`config.mk`:
```
export PLATFORM = sky130hd
export DESIGN_NAME = interleaved_structure_access_sequencer
export DESIGN_NICKNAME = d
export VERILOG_FILES = /design/src/rtl/core/isas_pkg.sv /design/src/rtl/core/isas_ctrl.sv /design/src/rtl/core/isas_datapath.sv /design/src/rtl/core/interleaved_structure_access_sequencer.sv
export SDC_FILE = /design/constraint.sdc
export NUM_CORES = 1
export LEC_CHECK = 0
export BUFFER_PORTS_ARGS = -buffer_cell sky130_fd_sc_hd__buf_2
export CORE_ASPECT_RATIO = 1.2
export CORE_UTILIZATION = 55
export DETAILED_ROUTE_END_ITERATION = 10
export MAX_ROUTING_LAYER = met4
export PLACE_DENSITY = 0.82
export SLEW_MARGIN = 10
export SYNTH_ARGS = -nofsm -noshare
export SYNTH_HDL_FRONTEND = slang
export SYNTH_SLANG_ARGS = --single-unit
```
`constraint.sdc`:
```
create_clock -name clk -period 4.2 [get_ports clk]
set_clock_uncertainty 0.15 [all_clocks]
set_input_delay 0.84 -clock clk [delete_from_list [all_inputs] [get_ports clk]]
set_output_delay 0.84 -clock clk [all_outputs]
set_load 0.01 [all_outputs]
```
`src/rtl/core/isas_pkg.sv`:
```
// ----------------------------------------------------------------------------
// isas_pkg
// Shared types, constants and the structure form decode for the
// interleaved structure access sequencer.
// ----------------------------------------------------------------------------
package isas_pkg;

  // number of doubleword registers in the register file (16 to 32)
  localparam int NUM_DREGS = 32;

  // result status codes
  localparam logic [1:0] ST_OK     = 2'd0;
  localparam logic [1:0] ST_UNDEF  = 2'd1;
  localparam logic [1:0] ST_UNPRED = 2'd2;

  // structure form type codes
  localparam logic [3:0] TY_1R1  = 4'b0111;
  localparam logic [3:0] TY_1R2  = 4'b1010;
  localparam logic [3:0] TY_1R3  = 4'b0110;
  localparam logic [3:0] TY_1R4  = 4'b0010;
  localparam logic [3:0] TY_2I1  = 4'b1000;
  localparam logic [3:0] TY_2I2  = 4'b1001;
  localparam logic [3:0] TY_2R2  = 4'b0011;
  localparam logic [3:0] TY_3I1  = 4'b0100;
  localparam logic [3:0] TY_3I2  = 4'b0101;
  localparam logic [3:0] TY_4I1  = 4'b0000;
  localparam logic [3:0] TY_4I2  = 4'b0001;

  localparam logic [1:0] SIZE_DW  = 2'b11;
  localparam logic [1:0] ALIGN_HI = 2'b11;

  // general register codes with special writeback meaning
  localparam logic [3:0] REG_PC = 4'd15;
  localparam logic [3:0] REG_SP = 4'd13;

  typedef struct packed {
    logic       valid;
    logic [1:0] nelem_m1;
    logic [1:0] regs_m1;
    logic [1:0] inc;
  } dec_t;

  typedef struct packed {
    logic load;
    logic step;
  } ctl_cmd_t;

  typedef struct packed {
    logic last;
  } dp_sts_t;

  function automatic dec_t decode_form(input logic [3:0] ty, input logic [1:0] sz,
                                       input logic [1:0] al);
    dec_t d;
    logic sz_ok;
    logic al3;
    sz_ok = (sz != SIZE_DW);
    al3   = (al == ALIGN_HI);
    d     = '0;
    case (ty)
      TY_1R1: begin d = '{!al[1], 2'd0, 2'd0, 2'd0}; end
      TY_1R2: begin d = '{!al3, 2'd0, 2'd1, 2'd0}; end
      TY_1R3: begin d = '{!al[1], 2'd0, 2'd2, 2'd0}; end
      TY_1R4: begin d = '{1'b1, 2'd0, 2'd3, 2'd0}; end
      TY_2I1: begin d = '{sz_ok && !al3, 2'd1, 2'd0, 2'd1}; end
      TY_2I2: begin d = '{sz_ok && !al3, 2'd1, 2'd0, 2'd2}; end
      TY_2R2: begin d = '{sz_ok, 2'd1, 2'd1, 2'd2}; end
      TY_3I1: begin d = '{sz_ok && !al[1], 2'd2, 2'd0, 2'd1}; end
      TY_3I2: begin d = '{sz_ok && !al[1], 2'd2, 2'd0, 2'd2}; end
      TY_4I1: begin d = '{sz_ok, 2'd3, 2'd0, 2'd1}; end
      TY_4I2: begin d = '{sz_ok, 2'd3, 2'd0, 2'd2}; end
      default: begin d = '{1'b0, 2'd0, 2'd0, 2'd0}; end
    endcase
    return d;
  endfunction

endpackage

```
`src/rtl/core/isas_ctrl.sv`:
```
// ----------------------------------------------------------------------------
// isas_ctrl
// Sequencer control: waits for an instruction, then steps the datapath
// once a cycle until the final access has been issued.
// ----------------------------------------------------------------------------
module isas_ctrl (
  input  logic               clk,
  input  logic               rst_n,
  input  logic               start,
  input  isas_pkg::dp_sts_t  sts,
  output isas_pkg::ctl_cmd_t cmd,
  output logic               busy,
  output logic               issue
);

  localparam logic S_IDLE = 1'b0;
  localparam logic S_RUN  = 1'b1;

  logic state_r;
  logic state_nxt;

  always_comb begin
    state_nxt = state_r;
    cmd.load  = 1'b0;
    cmd.step  = 1'b0;
    unique case (state_r)
      S_IDLE: begin
        if (start) begin
          cmd.load  = 1'b1;
          state_nxt = S_RUN;
        end
      end
      S_RUN: begin
        cmd.step = 1'b1;
        if (sts.last) begin
          state_nxt = S_IDLE;
        end
      end
      default: begin
        state_nxt = S_IDLE;
      end
    endcase
  end

  always_ff @(posedge clk) begin
    if (!rst_n) begin
      state_r <= S_IDLE;
    end else begin
      state_r <= state_nxt;
    end
  end

  assign busy  = (state_r == S_RUN);
  assign issue = (state_r == S_RUN);

endmodule

```
`src/rtl/core/isas_datapath.sv`:
```
// ----------------------------------------------------------------------------
// isas_datapath
// Decoded instruction registers, register/lane/member counters and the
// running address; forms each element access from them.
// ----------------------------------------------------------------------------
module isas_datapath (
  input  logic               clk,
  input  isas_pkg::ctl_cmd_t cmd,
  input  logic               in_func,
  input  logic               in_d_high,
  input  logic [3:0]         in_vd,
  input  logic [3:0]         in_type_code,
  input  logic [1:0]         in_size_code,
  input  logic [1:0]         in_align_code,
  input  logic [3:0]         in_base_reg,
  input  logic [3:0]         in_index_reg,
  input  logic [31:0]        in_base_value,
  input  logic [31:0]        in_index_value,
  output isas_pkg::dp_sts_t  sts,
  output logic [1:0]         out_status,
  output logic [31:0]        out_access_address,
  output logic [4:0]         out_ext_reg,
  output logic [2:0]         out_lane,
  output logic [3:0]         out_access_bytes,
  output logic               out_is_read,
  output logic               out_writeback_en,
  output logic [31:0]        out_writeback_value,
  output logic               out_last
);

  logic        func_r;
  logic [4:0]  first_r;
  logic [1:0]  size_r;
  logic [1:0]  nelem_m1_r;
  logic [1:0]  regs_m1_r;
  logic [1:0]  inc_r;
  logic [2:0]  elem_m1_r;
  logic [1:0]  status_r;
  logic [31:0] addr_r;
  logic        wb_en_r;
  logic [31:0] wb_val_r;
  logic [1:0]  r_r;
  logic [2:0]  e_r;
  logic [1:0]  i_r;

  isas_pkg::dec_t dec;
  logic [4:0]  first;
  logic [6:0]  span;
  logic [5:0]  xfer_len;
  logic [1:0]  status_nxt;
  logic        ok;
  logic        i_end;
  logic        e_end;
  logic        r_end;
  logic [3:0]  ebytes;

  always_comb begin
    dec   = isas_pkg::decode_form(in_type_code, in_size_code, in_align_code);
    first = {in_d_high, in_vd};
    // highest register touched plus one
    span  = 7'(first) + (7'(dec.inc) * 7'(dec.nelem_m1)) + 7'(dec.regs_m1) + 7'd1;
    xfer_len = {(3'(dec.nelem_m1) + 3'd1) * (3'(dec.regs_m1) + 3'd1), 3'b000};
    if (!dec.valid) begin
      status_nxt = isas_pkg::ST_UNDEF;
    end else if (in_base_reg == isas_pkg::REG_PC || span > 7'(isas_pkg::NUM_DREGS)) begin
      status_nxt = isas_pkg::ST_UNPRED;
    end else begin
      status_nxt = isas_pkg::ST_OK;
    end
  end

  assign ok     = (status_r == isas_pkg::ST_OK);
  assign i_end  = (i_r == nelem_m1_r);
  assign e_end  = (e_r == elem_m1_r);
  assign r_end  = (r_r == regs_m1_r);
  assign ebytes = 4'd1 << size_r;

  always_ff @(posedge clk) begin
    if (cmd.load) begin
      func_r     <= in_func;
      first_r    <= first;
      size_r     <= in_size_code;
      nelem_m1_r <= dec.nelem_m1;
      regs_m1_r  <= dec.regs_m1;
      inc_r      <= dec.inc;
      elem_m1_r  <= 3'd7 >> in_size_code;
      status_r   <= status_nxt;
      addr_r     <= in_base_value;
      wb_en_r    <= (in_index_reg != isas_pkg::REG_PC);
      wb_val_r   <= in_base_value + ((in_index_reg == isas_pkg::REG_SP) ?
                                     32'(xfer_len) : in_index_value);
      r_r        <= '0;
      e_r        <= '0;
      i_r        <= '0;
    end else if (cmd.step) begin
      addr_r <= addr_r + 32'(ebytes);
      if (!i_end) begin
        i_r <= i_r + 2'd1;
      end else begin
        i_r <= '0;
        if (!e_end) begin
          e_r <= e_r + 3'd1;
        end else begin
          e_r <= '0;
          r_r <= r_r + 2'd1;
        end
      end
    end
  end

  assign sts.last = !ok || (i_end && e_end && r_end);

  assign out_status          = status_r;
  assign out_access_address  = ok ? addr_r : '0;
  assign out_ext_reg         = ok ? (first_r + (5'(i_r) * 5'(inc_r)) + 5'(r_r)) : '0;
  assign out_lane            = ok ? e_r : '0;
  assign out_access_bytes    = ok ? ebytes : '0;
  assign out_is_read         = ok && func_r;
  assign out_writeback_en    = ok && sts.last && wb_en_r;
  assign out_writeback_value = out_writeback_en ? wb_val_r : '0;
  assign out_last            = sts.last;

endmodule

```
`src/rtl/core/interleaved_structure_access_sequencer.sv`:
```
// ----------------------------------------------------------------------------
// interleaved_structure_access_sequencer
// Decodes one multiple-structure vector load/store and issues its element
// accesses in memory order, one per cycle, with the base writeback on the last.
// ----------------------------------------------------------------------------
// order: first result in the cycle after start is taken, then one per cycle
// instructions: N = 1 to 32 accesses each (regs*lanes*members); start is taken only when idle
// the access counters in the datapath set N and the last access; the receiver cannot stall
// reset: synchronous active-low rst_n returns the controller to idle
module interleaved_structure_access_sequencer (
  input  logic        clk,
  input  logic        rst_n,
  input  logic        start,
  output logic        busy,
  input  logic        in_func,
  input  logic        in_d_high,
  input  logic [3:0]  in_vd,
  input  logic [3:0]  in_type_code,
  input  logic [1:0]  in_size_code,
  input  logic [1:0]  in_align_code,
  input  logic [3:0]  in_base_reg,
  input  logic [3:0]  in_index_reg,
  input  logic [31:0] in_base_value,
  input  logic [31:0] in_index_value,
  output logic        out_valid,
  output logic [1:0]  out_status,
  output logic [31:0] out_access_address,
  output logic [4:0]  out_ext_reg,
  output logic [2:0]  out_lane,
  output logic [3:0]  out_access_bytes,
  output logic        out_is_read,
  output logic        out_writeback_en,
  output logic [31:0] out_writeback_value,
  output logic        out_last
);

  isas_pkg::ctl_cmd_t cmd;
  isas_pkg::dp_sts_t  sts;

  isas_ctrl u_ctrl (
    .clk   (clk),
    .rst_n (rst_n),
    .start (start),
    .sts   (sts),
    .cmd   (cmd),
    .busy  (busy),
    .issue (out_valid)
  );

  isas_datapath u_dp (
    .clk                 (clk),
    .cmd                 (cmd),
    .in_func             (in_func),
    .in_d_high           (in_d_high),
    .in_vd               (in_vd),
    .in_type_code        (in_type_code),
    .in_size_code        (in_size_code),
    .in_align_code       (in_align_code),
    .in_base_reg         (in_base_reg),
    .in_index_reg        (in_index_reg),
    .in_base_value       (in_base_value),
    .in_index_value      (in_index_value),
    .sts                 (sts),
    .out_status          (out_status),
    .out_access_address  (out_access_address),
    .out_ext_reg         (out_ext_reg),
    .out_lane            (out_lane),
    .out_access_bytes    (out_access_bytes),
    .out_is_read         (out_is_read),
    .out_writeback_en    (out_writeback_en),
    .out_writeback_value (out_writeback_value),
    .out_last            (out_last)
  );

  a_start_issues: assert property (@(posedge clk) disable iff (!rst_n)
    (start && !busy) |=> out_valid)
    else $error("accepted item produced no result");

  a_err_single: assert property (@(posedge clk) disable iff (!rst_n)
    (out_valid && out_status != isas_pkg::ST_OK) |-> out_last)
    else $error("error result not final");

  a_wb_last: assert property (@(posedge clk) disable iff (!rst_n)
    (out_valid && out_writeback_en) |-> out_last)
    else $error("writeback on non-final result");

  a_run_on: assert property (@(posedge clk) disable iff (!rst_n)
    (out_valid && !out_last) |=> (out_valid && $stable(out_is_read)))
    else $error("access run broken before final result");

endmodule
```
==> reports/metrics.csv <==
stage,metric,value,unit
sta,Final Critical Period,3.927,ns
global_routing,largest net degree at the start of global routing,76,
run_status,status,completed,
floorplan,die area,0.01308,mm2
min_path,Hold WC Path Type,register to register,
placement,DP Cell Count,1058,
finish,area growth from synthesis to layout,19.33,%
clock_tree,post-CTS setup buffers,0,
pwr,Tot Pwr,2.752,mW
placement,Port Buffers,171,
floorplan,IO Count,172,
synth,Post-Syn Nets,891,
global_routing,GRT overflow,0,
job,Max-cap violations,0,
global_routing,first-pass GRT wire length,26670,um
global_routing,Total GRT Usage,26.56,%
finish,share of cells above drive strength 1,23.55,%
global_routing,vias in the first global route,5625,
worst_setup_path,Setup crit end kind,output port,
synth,most common cell in the netlist,and2_1,
sta,Worst Max-Slew Pin Slew,0.8696,ns
sta,ratio of final minimum period to clock period,93.50,%
synth,cell area after synthesis,0.006945,mm2
synth,average size of a mapped cell,9.348,um2
finish,Layout fillers,1020,
synth,Post-synth ARST share,0,%
route,via count,5872,
worst_setup_path,CP startpoint,u_dp.i_r[0],
synth,"Seq/Total Area, Yosys",38.62,%
floorplan,core area,0.01222,mm2
synth,"top cells by count, synth","and2_1, edfxtp_1, nand2_1",
synth,Netlist cell types,58,
clock_tree,root buffer cell,clkbuf_16,
sta,endpoints failing setup,0,
synth,Yosys reg bits,92,
min_path,worst hold start,u_dp.e_r[2],
clock_tree,Worst-Skew Late Latency,0.34,ns
floorplan,initial core utilization,56.83,%
sta,Slew Limit Fails,0,
clock_tree,Hold Buf Count CTS,0,
floorplan,row count,44,
synth,cell count after synthesis,743,
worst_setup_path,CP arrival,2.94,ns
synth,synthesis warning total,0,
finish,# diodes,0,
sta,Hold Worst Slack,0.3711,ns
sta,"Hold Vio Cnt, Final",0,
clock_tree,CTS resizes,0,
route,Total Wirelength,16590,um
pwr,Peak VDD IR,0.0002455,V
clock_tree,H-tree Lvls,3,
route,DRT iter0 DRCs,283,
sta,Final WS setup,0.2731,ns
pwr,Cell Pwr Density,332.0,mW/mm2
worst_setup_path,FF-to-FF path depth,11,
clock_tree,clk slew on worst S/H paths,0.07,ns
min_path,Hold Path End,u_dp.e_r[2],
synth,Yosys top cell area share,36.32,%
placement,Setup Slack @ Placement,0.1834,ns
placement,dpl hpwl,12630,um
route,TritonRoute pass-1 iters,4,
worst_setup_path,CP required,3.21,ns
route,vias per cell,5.467,
route,antenna-violating nets left,0,
clock_tree,CTS buffer count,9,
finish,Total Nets Final,1056,
worst_setup_path,RR Startpoint,u_dp.size_r[1],
sta,relative slew slack,42.03,%
finish,final non-filler cell total,1074,
worst_setup_path,CP startpoint kind,register,
sta,Max Fclk,254.7,MHz
route,Routed WL per cell,15.45,um
worst_setup_path,Crit Reg-Reg Endpoint,u_dp.addr_r[21],
sta,Setup TNS,0,ns
worst_setup_path,type of the worst setup path,register to output port,
clock_tree,TritonCTS clock tree,yes,
floorplan,Die Y,125.1,um
sta,unrepaired setup endpoints after global routing,false,
synth,most common flop cell mapped by yosys,edfxtp_1,
route,DRC,0,
min_path,worst hold path cell count,2,
clock_tree,clk sinks,92,
synth,Yosys top cell by area,edfxtp_1,
floorplan,Die Wd,104.6,um
pwr,Leakage,3.739,nW
synth,leading post-synthesis cells by cell area,"edfxtp_1, and2_1, ha_1, xnor2_1, xor2_1",
worst_setup_path,Crit Path Max Fanout,6,
worst_setup_path,Register-to-Register Setup Slack,1.18,ns
placement,Placer Congestion,0.9523,
clock_tree,CTS max path bufs,2,
global_routing,initial antenna violation count,0,
synth,number of flops mapped to enable cells by yosys,84,
## logic make-up after synthesis
| logic type | synth area share [%] |
|---|---|
| muxes | 0.5945 |
| xor gates and xnor gates | 9.080 |
| buffers and inverters | 3.423 |
| AOI/OAI and AO/OA | 13.28 |
| and+or+nand+nor | 23.51 |
| DFF | 38.62 |
| adders and majority gates | 11.49 |
## registers in the layout, summed over array words and instances (netlist names), 3 cells and up
name and flops:
u_dp.addr_r 32, u_dp.e_r 3, u_dp.elem_m1_r 3, u_dp.first_r 5, u_dp.wb_val_r 32
## placed cells by master (no fill, tap or decap), types with 3 or more instances in the layout
cell | netlist | layout
a21oi_1 | 42 | 42
a31oi_1 | 4 | 4
o21ai_0 | 37 | 37
nand3_1 | 22 | 22
o211ai_1 | 6 | 6
inv_1 | 34 | 34
mux2i_1 | 3 | 3
a311o_1 | 3 | 3
and3_1 | 11 | 11
nor2b_1 | 7 | 6
nand2_1 | 75 | 75
and2_1 | 102 | 102
buf_4 | 1 | 6
buf_2 | 0 | 171
ha_1 | 51 | 51
a21o_1 | 13 | 13
a211oi_1 | 3 | 3
clkbuf_16 | 0 | 9
nand2b_1 | 9 | 9
dfxtp_1 | 8 | 8
xor2_1 | 34 | 34
nor2_1 | 42 | 40
o21ai_1 | 21 | 21
nand4_1 | 10 | 10
o21a_1 | 4 | 4
edfxtp_1 | 84 | 84
nand3b_1 | 3 | 3
fa_1 | 8 | 8
xnor2_1 | 38 | 38
nor3_1 | 9 | 9
## worst max path at each step
stage | to | slack, ns | depth (start not counted)
floorplan | u_dp.out_status[1] | 0.52 | 12
global placement | u_dp.wb_val_r[30] | 0.21 | 14
detailed placement | u_dp.wb_val_r[19] | 0.18 | 14
CTS | out_ext_reg[3] | 0.23 | 9
global route | out_ext_reg[3] | 0.1 | 9
finish | out_ext_reg[3] | 0.27 | 9
## layer usage
metal  vias to the layer above  part of all wire, %  wire length [um]  track usage, %
met4                         0                  2.8               461           10.69
met1                      2713                   41              6800           30.19
met3                        36                  6.0              1001           5.422
met5                         -                    0                 0               -
li1                       2929                    -                 -               -
met2                       194                   50              8331           45.66
## where the power goes
part           switching (mW)  leakage (nW)  internal (mW)
clock                   0.355         0.142          0.462
sequential             0.0725         0.888           1.15
combinational           0.402          2.71          0.309
total                   0.830          3.74           1.92
## cell type report
class | instances | area, um2 | area share [%]
clock inverters | 6 | 65.06 | 0.7850
well taps | 161 | 201.4 | 2.431
repair buffers | 179 | 940.9 | 11.35
multi-input cells | 591 | 4038 | 48.72
clock buffers | 10 | 229.0 | 2.763
inverters | 35 | 131.4 | 1.585
flip-flops and latches | 92 | 2683 | 32.37
## critical path, cell delays in order, from the launching register on
cell     delay, ns
dfxtp_1       0.45
nand2_1       0.11
fa_1          0.49
fa_1          0.51
inv_1         0.04
ha_1          0.21
fa_1          0.39
xnor2_1       0.14
nor2_1        0.11
buf_2         0.14
## stage by stage
step	area, um2	util (%)
after floorplan	6945	-
after global placement	7994	65.41
after detailed placement	7994	65.41
after CTS	8288	67.81
after global routing	8288	67.81
final	8288	67.81
Note: power is estimated with default switching activity, not from simulation.
